File: src/rtl/fit_pkg.sv
// ----------------------------------------------------------------------------
// fit_pkg
// Shared types, constants and the elaboration-time Gaussian curve function.
// ----------------------------------------------------------------------------
package fit_pkg;

    localparam int TEMP_W  = 11;
    localparam int HUM_W   = 10;
    localparam int HOURS_W = 11;
    localparam int X_W     = 12;
    localparam int QUO_W   = 11;
    localparam int SPAN_W  = 8;

    typedef enum logic [1:0] {
        MODE_ZERO,
        MODE_FLAT,
        MODE_RISE,
        MODE_FALL
    } mode_t;

    // exp(-d*d/5000) scaled to 2^(deg_bits-1); constant use only
    function automatic logic [63:0] gauss_entry(input int offset, input int deg_bits);
        logic [63:0] sq;
        logic [63:0] t;
        logic [63:0] term;
        logic [63:0] sum;
        logic [63:0] one;
        sq   = 64'(offset) * 64'(offset);
        one  = 64'd1 << 30;
        term = one;
        sum  = one;
        t    = (sq << 30) / 64'd160000;
        for (int n = 1; n <= 10; n++) begin
            term = ((term * t) >> 30) / 64'(n);
            if ((n % 2) == 1) begin
                sum = sum - term;
            end else begin
                sum = sum + term;
            end
        end
        for (int k = 0; k < 5; k++) begin
            sum = (sum * sum) >> 30;
        end
        if (sq >= 64'd85000) begin
            return 64'd0;
        end
        return (sum * (64'd1 << (deg_bits - 1)) + (64'd1 << 29)) >> 30;
    endfunction

endpackage

File: src/rtl/fit_trap.sv
// ----------------------------------------------------------------------------
// fit_trap
// Three-stage trapezoid membership: segment select, reciprocal multiply,
// remainder correction.
// ----------------------------------------------------------------------------
module fit_trap #(
    parameter int A  = 0,
    parameter int B  = 0,
    parameter int C  = 0,
    parameter int D  = 0,
    parameter int DB = 16
) (
    input  logic                            aclk,
    input  logic                            en,
    input  logic signed [fit_pkg::X_W-1:0]  x,
    output logic [DB-1:0]                   deg
);

    localparam int S    = DB + 8;
    localparam int V_W  = fit_pkg::SPAN_W + DB - 1;
    localparam int RS   = (B > A) ? (B - A) : 1;
    localparam int FS   = (D > C) ? (D - C) : 1;
    localparam logic [S-1:0] RR = S'((64'd1 << S) / 64'(RS));
    localparam logic [S-1:0] FR = S'((64'd1 << S) / 64'(FS));
    localparam logic [DB-1:0] ONE = DB'(1) << (DB - 1);

    fit_pkg::mode_t              mode1_reg, mode2_reg;
    fit_pkg::mode_t              mode_next;
    logic [fit_pkg::SPAN_W-1:0]  d1_reg, d2_reg, d_next;
    logic [DB-1:0]               q2_reg, q_next;
    logic [DB-1:0]               deg_reg, deg_next;

    logic signed [fit_pkg::X_W:0] xs, diff_r, diff_f;
    logic [V_W-1:0]               v1, v2;
    logic [V_W+S-1:0]             prod;
    logic [V_W:0]                 rem;
    logic [fit_pkg::SPAN_W-1:0]   span2;
    logic [DB-1:0]                qc;

    always_comb begin
        xs     = {x[fit_pkg::X_W-1], x};
        diff_r = xs - (fit_pkg::X_W+1)'(A);
        diff_f = (fit_pkg::X_W+1)'(D) - xs;
        if (xs <= (fit_pkg::X_W+1)'(A) || xs >= (fit_pkg::X_W+1)'(D)) begin
            mode_next = fit_pkg::MODE_ZERO;
            d_next    = '0;
        end else if (xs <= (fit_pkg::X_W+1)'(B)) begin
            mode_next = fit_pkg::MODE_RISE;
            d_next    = fit_pkg::SPAN_W'(diff_r);
        end else if (xs >= (fit_pkg::X_W+1)'(C)) begin
            mode_next = fit_pkg::MODE_FALL;
            d_next    = fit_pkg::SPAN_W'(diff_f);
        end else begin
            mode_next = fit_pkg::MODE_FLAT;
            d_next    = '0;
        end
    end

    always_comb begin
        v1     = {d1_reg, {(DB-1){1'b0}}};
        prod   = (V_W+S)'(v1) * (V_W+S)'((mode1_reg == fit_pkg::MODE_FALL) ? FR : RR);
        q_next = DB'(prod >> S);
    end

    always_comb begin
        v2    = {d2_reg, {(DB-1){1'b0}}};
        span2 = (mode2_reg == fit_pkg::MODE_FALL) ? fit_pkg::SPAN_W'(FS)
                                                  : fit_pkg::SPAN_W'(RS);
        rem   = (V_W+1)'(v2) - (V_W+1)'(q2_reg) * (V_W+1)'(span2);
        qc    = (rem >= (V_W+1)'(span2)) ? q2_reg + DB'(1) : q2_reg;
        unique case (mode2_reg)
            fit_pkg::MODE_ZERO: deg_next = '0;
            fit_pkg::MODE_FLAT: deg_next = ONE;
            default:            deg_next = qc;
        endcase
    end

    always_ff @(posedge aclk) begin
        if (en) begin
            mode1_reg <= mode_next;
            d1_reg    <= d_next;
            mode2_reg <= mode1_reg;
            d2_reg    <= d1_reg;
            q2_reg    <= q_next;
            deg_reg   <= deg_next;
        end
    end

    assign deg = deg_reg;

endmodule

File: config.mk
export PLATFORM = sky130hd
export DESIGN_NAME = fit_trap
export DESIGN_NICKNAME = d
export VERILOG_FILES = /design/src/rtl/fit_pkg.sv /design/src/rtl/fit_trap.sv
export SDC_FILE = /design/constraint.sdc
export NUM_CORES = 1
export LEC_CHECK = 0
export BUFFER_PORTS_ARGS = -buffer_cell sky130_fd_sc_hd__buf_2
export CELL_PAD_IN_SITES_DETAIL_PLACEMENT = 0
export CELL_PAD_IN_SITES_GLOBAL_PLACEMENT = 1
export CORE_MARGIN = 8
export CORE_UTILIZATION = 36
export CTS_BUF_LIST = sky130_fd_sc_hd__clkbuf_8
export DETAILED_ROUTE_END_ITERATION = 8
export PLACE_DENSITY_LB_ADDON = 0.1
export SYNTH_ARGS = -nofsm -noshare
export SYNTH_HDL_FRONTEND = slang
export SYNTH_SLANG_ARGS = --single-unit
File: constraint.sdc
create_clock -name aclk -period 0.94 [get_ports aclk]
set_input_delay 0.188 -clock aclk [delete_from_list [all_inputs] [get_ports aclk]]
set_output_delay 0.188 -clock aclk [all_outputs]
set_load 0.05 [all_outputs]
==> out/results.ini <==
[global_route]
grt.total_usage_pct=5.26
grt_start_max_net_pins=23
grt-ovfl-total=0
antenna_found_initial=0
grt_pass1_wl_um=1520
grt_pass1_vias=294

[timing]
skew_ns=0.00605
fin_ws_ns=-0.0682
period_needed_ns=1.01
hold_viol=0
finalMaxSlewViolations=0
fin_setup_tns_ns=-0.162
fmax_mhz=992
rsz0062_at_grt=true
fin_crit_sh_pct=107
setup_viol=3

[place]
dp_cells=82
dp_hpwl_um=603
port_buffers=3
place.gp.congestion=0.634

[route]
postRouteWirelength_um=884
first_pass_iters=3
avgViaCountPerCell=3.36
antenna_left=0
wl_per_cell_um=10.4
vias=286
dr.first_iter.drc_count=10
drc=0

[yosys]
yosys_register_bits=22
synth.top_cells.by_area=edfxtp_1 (83%), buf_4 (13%), nor4_1 (1.6%), a21boi_1 (0.94%), nor2b_1 (0.79%)
synth.cell_area_um2=796
synth_common_cells=edfxtp_1 (22), buf_4 (14), nor4_1 (2)
synthFlopType=edfxtp_1
async_flop_share_pct=0
synth-edff-count=22
yosys.cell_count.top_type=edfxtp_1
yosysSeqAreaShare_pct=83.0
synthDistinctLibCells=6
yosys_warnings=0
netlist_instances=41
synth_top_area_cell=edfxtp_1
syn_avg_cell_area_um2=19.4
synth_top_area_share_pct=83.0

[finish]
nets=73
syn2layout_area_growth_pct=14.8
final_util_pct=42.5
final_cells=85
diodes=0
layout-drive-gt1-share_pct=15.8

[cts]
numClockSinks=22
clock_latency_ns=0.26
cts_made_buffers=3
htreeDepth=1
post_cts_buffers=0
path_clk_slew_ns=0.08
tritoncts=yes
holdBufCountCts=0
cts_root_buf=clkbuf_8
clock_path_buffers=2

[power]
switchingPower_mw=0.472
pwr-share-seq_pct=60.9
p_clk_share_pct=29.1
p_int_mw=1.47
cellLeakagePower_nw=0.348
pwr-share-comb_pct=10.0
p_per_area_nw_per_um2=2130
power.switching_fraction_pct=24.3
peakVddDrop_v=0.000978

[floorplanning]
start_util_pct=37.0
core_um2=2150
die_y_um=63.0
dieArea_um2=3970
fp.dieW_um=63.0
rows=17
pin_count=30

[flow_run]
drv_cap=0

[setup_path]
cp-start-kind=flop
critPathArrivalTime_ns=1.01
worstSetupEndpointType=flop
critPathMaxFanout=1
critPathKind=flop to flop
worstPathRequired_ns=0.94

[worst_hold_path]
hp-class=primary input to flop

[run_status]
violations=setup timing
status=complete, but fails checks

## power by group through the flow
stage / clock network, mW / logic [mW] / registers [mW]
2_1_floorplan: 0 / 0.175 / 1.22
3_3_place_gp: 0 / 0.183 / 1.20
3_5_place_dp: 0 / 0.184 / 1.20
4_1_cts: 0.571 / 0.192 / 1.19
5_1_grt: 0.621 / 0.207 / 1.19
6_report: 0.566 / 0.194 / 1.18
## path summary, 6_finish.rpt
path              slack [ns]  cells past startpoint                    start                          to
hold / removal          0.33                      2                       en  mode1_reg[1]$_SDFFCE_PP0P_
setup / recovery       -0.07                      2      d2_reg[4]$_DFFE_PP_            deg[0]$_DFFE_PP_
setup reg to reg       -0.07                      2      d2_reg[4]$_DFFE_PP_            deg[0]$_DFFE_PP_
hold reg to reg         0.42                      0  d1_reg[0]$_SDFFCE_PP0P_         d2_reg[0]$_DFFE_PP_
## placed cells by master, fill, tap and decap left out
cell / Yosys / layout
nor4_2: 0 / 2
buf_2: 0 / 1
nor2b_1: 1 / 1
clkbuf_8: 0 / 3
conb_1: 1 / 24
edfxtp_1: 22 / 22
a21boi_1: 1 / 1
buf_6: 0 / 2
buf_12: 0 / 1
## cell type report
class	count	area [um2]
Timing Repair Buffer	4	47.5
Multi-Input combinational cell	28	129
Fill cell	204	1230
Clock buffer	3	41.3
Sequential cell	22	661
Tap cell	28	35.0
## layer usage
| layer | wire length, um | up-vias | track usage (%) |
|---|---|---|---|
| met4 | 41 | 0 | 5.13 |
| met2 | 387 | 15 | 7.17 |
| li1 | - | 144 | - |
| met5 | 0 | - | 0 |
| met1 | 345 | 122 | 5.00 |
| met3 | 110 | 5 | 3.76 |
## worst max-delay path, cell delays in order (launching register included)
cell and delay, ns:
edfxtp_1 0.38, nor4_2 0.28, a21boi_1 0.09
## through the flow
stage	instance area [um2]	power [mW]	setup slack, ns	hold slack, ns
after floorplan	882	1.39	0.00180	0.300
after global placement	847	1.38	-0.0862	0.403
after detailed placement	847	1.39	-0.118	0.405
after CTS	913	1.95	-0.0847	0.341
after global routing	913	2.02	-0.135	0.342
final	913	1.95	-0.0682	0.331
## what timing repair did
action	4_1_cts	5_1_grt
pin swaps	2	0
setup endpoints to repair	3	3
gates resized for setup	6	0
## logic make-up after synthesis
group	synth area share, %
compound gates	0.944
buf+inv	13.2
flops	83.0
other cells	0.471
simple gates	2.36
Note: power is estimated with default switching activity, not from simulation.
