`config.mk`:
```
export PLATFORM = sky130hd
export DESIGN_NAME = fit_div
export DESIGN_NICKNAME = d
export VERILOG_FILES = /design/src/rtl/fit_pkg.sv /design/src/rtl/fit_div.sv
export SDC_FILE = /design/constraint.sdc
export NUM_CORES = 1
export LEC_CHECK = 0
export ABC_AREA = 0
export BUFFER_PORTS_ARGS = -buffer_cell sky130_fd_sc_hd__buf_2
export CAP_MARGIN = 0
export CELL_PAD_IN_SITES_DETAIL_PLACEMENT = 1
export CELL_PAD_IN_SITES_GLOBAL_PLACEMENT = 1
export CORE_ASPECT_RATIO = 1.75
export CORE_MARGIN = 2
export CORE_UTILIZATION = 40
export CTS_CLUSTER_DIAMETER = 80
export DETAILED_ROUTE_END_ITERATION = 7
export GPL_TIMING_DRIVEN = 0
export PLACE_DENSITY_LB_ADDON = 0.1
export SETUP_SLACK_MARGIN = 0.1
export SLEW_MARGIN = 20
export SYNTH_ARGS = -nofsm -noshare
export SYNTH_HDL_FRONTEND = slang
export SYNTH_SLANG_ARGS = --single-unit
```
`constraint.sdc`:
```
create_clock -name aclk -period 9.6 [get_ports aclk]
set_clock_uncertainty 0.05 [all_clocks]
set_input_delay 0.96 -clock aclk [delete_from_list [all_inputs] [get_ports aclk]]
set_output_delay 0.96 -clock aclk [all_outputs]
set_load 0.01 [all_outputs]
```
`src/rtl/fit_pkg.sv`:
```
// ----------------------------------------------------------------------------
// fit_pkg
// Shared types, constants and the elaboration-time Gaussian curve function.
// ----------------------------------------------------------------------------
package fit_pkg;

    localparam int TEMP_W  = 11;
    localparam int HUM_W   = 10;
    localparam int HOURS_W = 11;
    localparam int X_W     = 12;
    localparam int QUO_W   = 11;
    localparam int SPAN_W  = 8;

    typedef enum logic [1:0] {
        MODE_ZERO,
        MODE_FLAT,
        MODE_RISE,
        MODE_FALL
    } mode_t;

    // exp(-d*d/5000) scaled to 2^(deg_bits-1); constant use only
    function automatic logic [63:0] gauss_entry(input int offset, input int deg_bits);
        logic [63:0] sq;
        logic [63:0] t;
        logic [63:0] term;
        logic [63:0] sum;
        logic [63:0] one;
        sq   = 64'(offset) * 64'(offset);
        one  = 64'd1 << 30;
        term = one;
        sum  = one;
        t    = (sq << 30) / 64'd160000;
        for (int n = 1; n <= 10; n++) begin
            term = ((term * t) >> 30) / 64'(n);
            if ((n % 2) == 1) begin
                sum = sum - term;
            end else begin
                sum = sum + term;
            end
        end
        for (int k = 0; k < 5; k++) begin
            sum = (sum * sum) >> 30;
        end
        if (sq >= 64'd85000) begin
            return 64'd0;
        end
        return (sum * (64'd1 << (deg_bits - 1)) + (64'd1 << 29)) >> 30;
    endfunction

endpackage

```
`src/rtl/fit_div.sv`:
```
// ----------------------------------------------------------------------------
// fit_div
// Pipelined restoring divider, one quotient bit per stage. Zero divisor
// yields zero.
// ----------------------------------------------------------------------------
module fit_div #(
    parameter int NUM_W = 28,
    parameter int DEN_W = 19
) (
    input  logic                      aclk,
    input  logic                      aresetn,
    input  logic                      en,
    input  logic                      in_valid,
    input  logic [NUM_W-1:0]          num,
    input  logic [DEN_W-1:0]          den,
    output logic                      out_valid,
    output logic [fit_pkg::QUO_W-1:0] quo
);

    localparam int QW = fit_pkg::QUO_W;
    localparam int CW = ((DEN_W + QW) > NUM_W) ? (DEN_W + QW) : NUM_W;

    logic [NUM_W-1:0] r_reg [QW];
    logic [DEN_W-1:0] d_reg [QW];
    logic [QW-1:0]    q_reg [QW];
    logic [QW-1:0]    v_reg;

    for (genvar k = 0; k < QW; k++) begin : g_stage
        logic [NUM_W-1:0] r_in;
        logic [DEN_W-1:0] d_in;
        logic [QW-1:0]    q_in;
        logic             v_in;
        logic [CW-1:0]    dsh;
        logic             take;

        if (k == 0) begin : g_first
            assign r_in = num;
            assign d_in = den;
            assign q_in = '0;
            assign v_in = in_valid;
        end else begin : g_rest
            assign r_in = r_reg[k-1];
            assign d_in = d_reg[k-1];
            assign q_in = q_reg[k-1];
            assign v_in = v_reg[k-1];
        end

        assign dsh  = CW'(d_in) << (QW - 1 - k);
        assign take = (d_in != '0) && (CW'(r_in) >= dsh);

        always_ff @(posedge aclk) begin
            if (!aresetn) begin
                v_reg[k] <= 1'b0;
            end else if (en) begin
                v_reg[k] <= v_in;
            end
        end

        always_ff @(posedge aclk) begin
            if (en) begin
                r_reg[k] <= take ? NUM_W'(CW'(r_in) - dsh) : r_in;
                d_reg[k] <= d_in;
                q_reg[k] <= q_in | (QW'(take) << (QW - 1 - k));
            end
        end
    end

    assign out_valid = v_reg[QW-1];
    assign quo       = q_reg[QW-1];

endmodule
```
==> metrics.md, run 1 <==
| Metric | Value |
|---|---|
| Status | finished clean |
| Die Wd | 210 µm |
| Worst VDD drop | 0.139 mV |
| R2R Path Start | d_reg[3][0] |
| GPL Wtd Cong | 0.989 |
| Worst Reg2Reg Path Length in Cells | 11 |
| Worst R2R Setup Slack | 4.91 ns |
| Final Power | 9.23 mW |
| Initial drt markers | 622 |
| Setup bufs post-CTS | 0 |
| Asr flop ratio synth | 0 |
| CP endpoint kind | flip-flop |
| Syn nets | 2823 |
| Clock slew seen by the registers of the worst setup and hold paths | 0.06 ns |
| All-Layer GR Usage | 0.247 |
| Int Pwr | 5.91 mW |
| First-pass GRT wire length | 136000 µm |
| Max FO, Critical Path | 10 |
| Vias per Instance | 5.58 |
| Multi-input gate area | 12200 µm² |
| Area grow syn2layout | 11.5% |
| Seq/Total Area, Yosys | 0.550 |
| Inserted Diodes | 0 |
| Port Buffer Count | 62 |
| Largest cells by area after synthesis | edfxtp_1, ha_1, inv_1 |
| Pwr Density | 279 nW/µm² |
| Cell with the most instances after synthesis | edfxtp_1 |
| Syn Inst Count | 2554 |
| Hold Path Origin | q_reg[9][3] |
| Initial antenna violation count | 4 |
| Clk pwr share | 0.226 |
| Sequential share of power | 0.394 |
| Switching Share | 0.359 |
| Top cells by count, synth | edfxtp_1, inv_1, ha_1 |
| Share of cells above drive strength 1 | 0.0918 |
| Final wirelength | 93300 µm |
| Post-cts sizing count | 0 |
| Worst slew margin | 0.241 |
| WP data arrival | 4.99 ns |
| Logic pwr share | 0.380 |
| ANT nets after route | 0 |
| Htree depth | 2 |
| Routed vias | 20400 |
| Core area | 73800 µm² |
| Post-Syn Area | 29700 µm² |
| Clk sinks | 547 |
| CTS tree | built |
| Final min period | 4.69 ns |
| Total negative setup slack | 0 ns |
| Critical Path Source Type | flip-flop |
| Synthesis-stage register bit count | 547 |
| Final Cycle Share | 0.489 |
| Max Cap Violations | 0 |
| Yosys Warn Count | 0 |
| Worst r2r dst | r_reg[4][24] |
| Clk Latency, worst-skew pair | 0.64 ns |
| Max reg flops | 280 |
| Worst-Margin Slew | 1.13 ns |
| Cts bufs inserted | 54 |
| Final core utilization | 0.448 |
| Die area | 76500 µm² |
| Row count | 132 |
| Largest net degree at the start of global routing | 105 |
| Final setup vio count | 0 |
| Maximum buffer depth of the clock tree | 3 |
| Number of synthesized flops with an enable pin | 536 |
| Hpwl dp | 77200 µm |
| DIE HEIGHT | 364 µm |
| CP Class | flip-flop to flip-flop |
| Final Hold Viols | 0 |
| Met2 Routed Length | 58700 µm |
| CTS Hold Bufs | 0 |
| Hold Slack | 0.369 ns |
| Wirelength per Cell | 25.5 µm |
| Drc violations | 0 |
| Reg area | 16300 µm² |
| Unrepaired setup endpoints after global routing | no |
| End of the worst hold path | q_reg[10][3] |
| WL met1 | 21300 µm |
| Leading area contributor after synthesis | edfxtp_1 |
| Yosys top cell area share | 0.542 |
| Pleak | 13.0 nW |
| Max Clk Rate | 0.213 GHz |
| Max layer used | met4 |
| Hold crit path type | flip-flop to flip-flop |
| Final Max Slew Viols | 0 |
| Grt total ovfl | 0 |
| Netlist cell types | 88 |
| Starting Density | 0.402 |
| Final Net Count | 2950 |
| Mean Syn Cell Area | 11.6 µm² |
| Hold Path Cell Cnt | 0 |
| CTS root buffer | clkbuf_16 |
| Main synth FF type | edfxtp_1 |
| Layout fillers | 7859 |
| Psw | 3.32 mW |
| Top Ports | 63 |
| Worst Path Required | 9.90 ns |
| Met3 wire len | 1850 µm |
| Vias in the first global route | 23200 |
| 1st-pass router iterations | 5 |
## layer usage
metal | vias to the layer above | track usage
met1 | 9925 | 0.138
met5 | - | 0
met2 | 451 | 0.563
li1 | 9744 | -
met4 | 0 | 0.257
met3 | 328 | 0.0241
## metrics by stage
step / worst slack, ns / cell area, µm² / instances
2_1_floorplan: 6.10 / 29700 / 2554
4_1_cts: 4.76 / 33100 / 3662
5_1_grt: 4.71 / 33100 / 3662
3_3_place_gp: -0.798 / 31200 / 3554
3_5_place_dp: 4.79 / 31400 / 3563
6_report: 4.91 / 33100 / 3662
## power groups by stage
stage / clock network (mW) / logic [mW] / registers, mW
after CTS: 2.15 / 3.54 / 3.64
after global placement: 0 / 3.41 / 3.71
final: 2.09 / 3.51 / 3.64
after detailed placement: 0 / 3.53 / 3.69
after global routing: 2.22 / 3.87 / 3.68
after floorplan: 0 / 2.49 / 3.56
## final cells by class
cell class,instances,share of cell area
Inverter,260,0.0295
Sequential cell,547,0.493
Timing Repair Buffer,71,0.0148
Clock inverter,33,0.00752
Tap cell,938,0.0355
Clock buffer,66,0.0441
Multi-Input combinational cell,1700,0.370
Buffer,47,0.00597
## worst max-delay path: stages, from the launching register on
cell and delay [ns]:
edfxtp_1 0.55, ha_1 0.25, inv_1 0.06, fa_1 0.41
a21o_1 0.21, a221oi_2 0.44, a211oi_1 0.21, o21a_1 0.31
o22a_1 0.28, a41oi_2 0.76, clkbuf_1 0.65, o21ai_0 0.21
## cells by family (layout without fill, tap and decap cells)
| family | count (synthesis) | after routing | share of synthesized area |
|---|---|---|---|
| simple gates | 628 | 628 | 0.106 |
| compound gates | 600 | 600 | 0.130 |
| flops | 547 | 547 | 0.550 |
| buf+inv | 307 | 477 | 0.0395 |
| fa+ha+maj | 218 | 218 | 0.0944 |
| xor+xnor | 181 | 181 | 0.0534 |
| mux | 73 | 73 | 0.0271 |
## cells in the final DEF (no fill, tap or decap), types with 77 or more instances in the layout
cell / synthesis / layout
edfxtp_1: 536 / 536
nand2_1: 192 / 192
xor2_1: 77 / 77
o21ai_0: 155 / 155
xnor2_1: 104 / 104
nor2_1: 119 / 119
ha_1: 208 / 208
a21oi_1: 136 / 135
a21o_1: 79 / 79
inv_1: 256 / 256
## worst max path at each step
stage                       from          endpoint  cells after the start
finish               d_reg[3][0]      r_reg[4][24]                     11
global route        d_reg[5][13]       r_reg[6][5]                     11
CTS                 d_reg[4][14]      r_reg[5][23]                     10
detailed placement  d_reg[4][10]      r_reg[5][23]                     10
global placement              en  g_stage[10].v_in                      4
floorplan                 den[1]      r_reg[0][26]                     11
(Power assumes the default switching activity.)
==> run 2: changes to the inputs <==
==> constraint.sdc (replaced) <==
create_clock -name aclk -period 3.95 [get_ports aclk]
set_clock_uncertainty 0.05 [all_clocks]
set_input_delay 0.395 -clock aclk [delete_from_list [all_inputs] [get_ports aclk]]
set_output_delay 0.395 -clock aclk [all_outputs]
set_load 0.01 [all_outputs]
==> run 2 against run 1 <==
  * Clock power increased by 140%
  * Non-clock buffer count up 50
  * Wire length up 1.1%
  * Maximum frequency up 23%
  * Utilization rose by 1.2 points
  * Critical path type unchanged
  * Largest cell class unchanged
  * Highest routed layer unchanged
==> metrics.md, run 2 (synthesis gave the netlist of run 1 again) <==
| Metric | Value |
|---|---|
| Status | finished clean |
| Initial antenna violation count | 4 |
| Unrepaired setup endpoints after global routing | yes |
| Worst slew margin | 0.251 |
| Pleak | 13.3 nW |
| Htree depth | 2 |
| Clock slew seen by the registers of the worst setup and hold paths | 0.06 ns |
| Most frequent cells in the layout | edfxtp_1, inv_1, ha_1 |
| Share of cells above drive strength 1 | 0.113 |
| Hold crit path type | input pin to flip-flop |
| CTS tree | built |
| Grt total ovfl | 0 |
| Die Wd | 210 µm |
| Wirelength per Cell | 25.4 µm |
| Drc violations | 0 |
| Initial drt markers | 657 |
| Cts bufs inserted | 54 |
| Buffers plus inverters on the worst setup path | 2 |
| CP Class | flip-flop to flip-flop |
| Hpwl dp | 77200 µm |
| DIE HEIGHT | 364 µm |
| Hold Slack | 0.0620 ns |
| Final Hold Viols | 0 |
| Worst VDD drop | 0.340 mV |
| Clk sinks | 547 |
| Slowest CP cell | o21ai_0 |
| Max reg flops | 280 |
| Final Max Slew Viols | 0 |
| Vias per Instance | 5.55 |
| GPL Wtd Cong | 0.989 |
| First-pass GRT wire length | 137000 µm |
| All-Layer GR Usage | 0.249 |
| Area grow syn2layout | 14.4% |
| Max stage delay on crit path | 0.66 ns |
| Port Buffer Count | 62 |
| Final Cell Area | 34000 µm² |
| Top Ports | 63 |
| Crit-path leading delay family | compound AO/OA/AOI/OAI gates |
| Final wirelength | 94300 µm |
| Max Cap Violations | 0 |
| Largest net degree at the start of global routing | 105 |
| Max FO, Critical Path | 10 |
| Crit-path cells | inv_1, ha_1, nand2_1, o21ai_0, a221o_1, a311oi_2, nor2_4, buf_2, mux2_1 |
| Max Clk Rate | 0.262 GHz |
| Inserted Diodes | 0 |
| Core area | 73800 µm² |
| Clk Latency, worst-skew pair | 0.64 ns |
| Final min period | 3.82 ns |
| Place WS | -0.863 ns |
| Final Cycle Share | 0.966 |
| Worst-Margin Slew | 1.11 ns |
| Row count | 132 |
| Routed vias | 20600 |
| Die area | 76500 µm² |
| Maximum buffer depth of the clock tree | 3 |
| Final Net Count | 3000 |
| Dpl cells | 3563 |
| CP endpoint kind | flip-flop |
| Most common cell after layout, fill and taps aside | edfxtp_1 |
| Final Power | 22.7 mW |
| Vias in the first global route | 23500 |
| Worst Path Required | 4.27 ns |
| CTS root buffer | clkbuf_16 |
| Final critical-path setup slack | 0.133 ns |
| Critical Path Source Type | flip-flop |
| Placed inst area | 31400 µm² |
| Pwr Density | 669 nW/µm² |
| ANT nets after route | 0 |
| WP data arrival | 4.13 ns |
| 1st-pass router iterations | 7 |
| Non-Filler Instances | 3712 |
| Starting Density | 0.402 |
| Final setup vio count | 0 |
run 2: changes by cell type in the layout (fill, tap and decap cells not counted), sizes merged:
cell and change:
dlygate4sd3 +45, buf +5
run 2: layout make-up:
type	count	area, µm²
Multi-Input combinational cell	1700	12600
Buffer	45	238
Inverter	260	976
Sequential cell	547	16300
Clock inverter	33	249
Clock buffer	66	1460
Fill cell	7783	39900
Timing Repair Buffer	123	1010
Tap cell	938	1170
run 2: worst reg2reg max path, cell delays in order (launching register included):
cell	delay, ns
edfxtp_1	0.49
inv_1	0.08
ha_1	0.49
nand2_1	0.13
o21ai_0	0.66
a221o_1	0.33
a311oi_2	0.14
nor2_4	0.40
buf_2	0.40
mux2_1	0.38
run 2: path summary, 6_finish.rpt:
| kind | start | end | slack [ns] | cells after the start |
|---|---|---|---|---|
| min | num[24] | r_reg[0][24] | 0.06 | 2 |
| max reg2reg | d_reg[7][9] | r_reg[8][18] | 0.13 | 9 |
| max | d_reg[7][9] | r_reg[8][18] | 0.13 | 9 |
| min reg2reg | q_reg[9][3] | q_reg[10][3] | 0.37 | 0 |
run 2: stage by stage:
| stage | utilization | setup TNS [ns] |
|---|---|---|
| 4_1_cts | 0.458 | 0 |
| 6_report | 0.460 | 0 |
| 5_1_grt | 0.460 | 0 |
| 2_1_floorplan | - | 0 |
| 3_5_place_dp | 0.425 | -66.70 |
| 3_3_place_gp | 0.422 | -3177.56 |
run 2: timing repair:
action,in CTS,in global routing
setup endpoints to repair,185,85
resized for setup,56,33
buffers inserted,6,1
pin swaps,2,2
endpoints found under the hold margin,45,0
hold buffers,45,0
run 2: per-layer routing:
layer,routed length (µm),up-vias,global-route usage
met5,0,-,0
met4,10900,0,0.249
met3,1790,312,0.0239
met2,59900,424,0.573
met1,21600,10000,0.139
li1,-,9837,-
run 2: power breakdown:
group	internal (mW)	total [mW]	switching (mW)
Clock	2.76	5.07	2.31
Sequential	8.11	8.84	0.735
Combinational	3.66	8.82	5.16
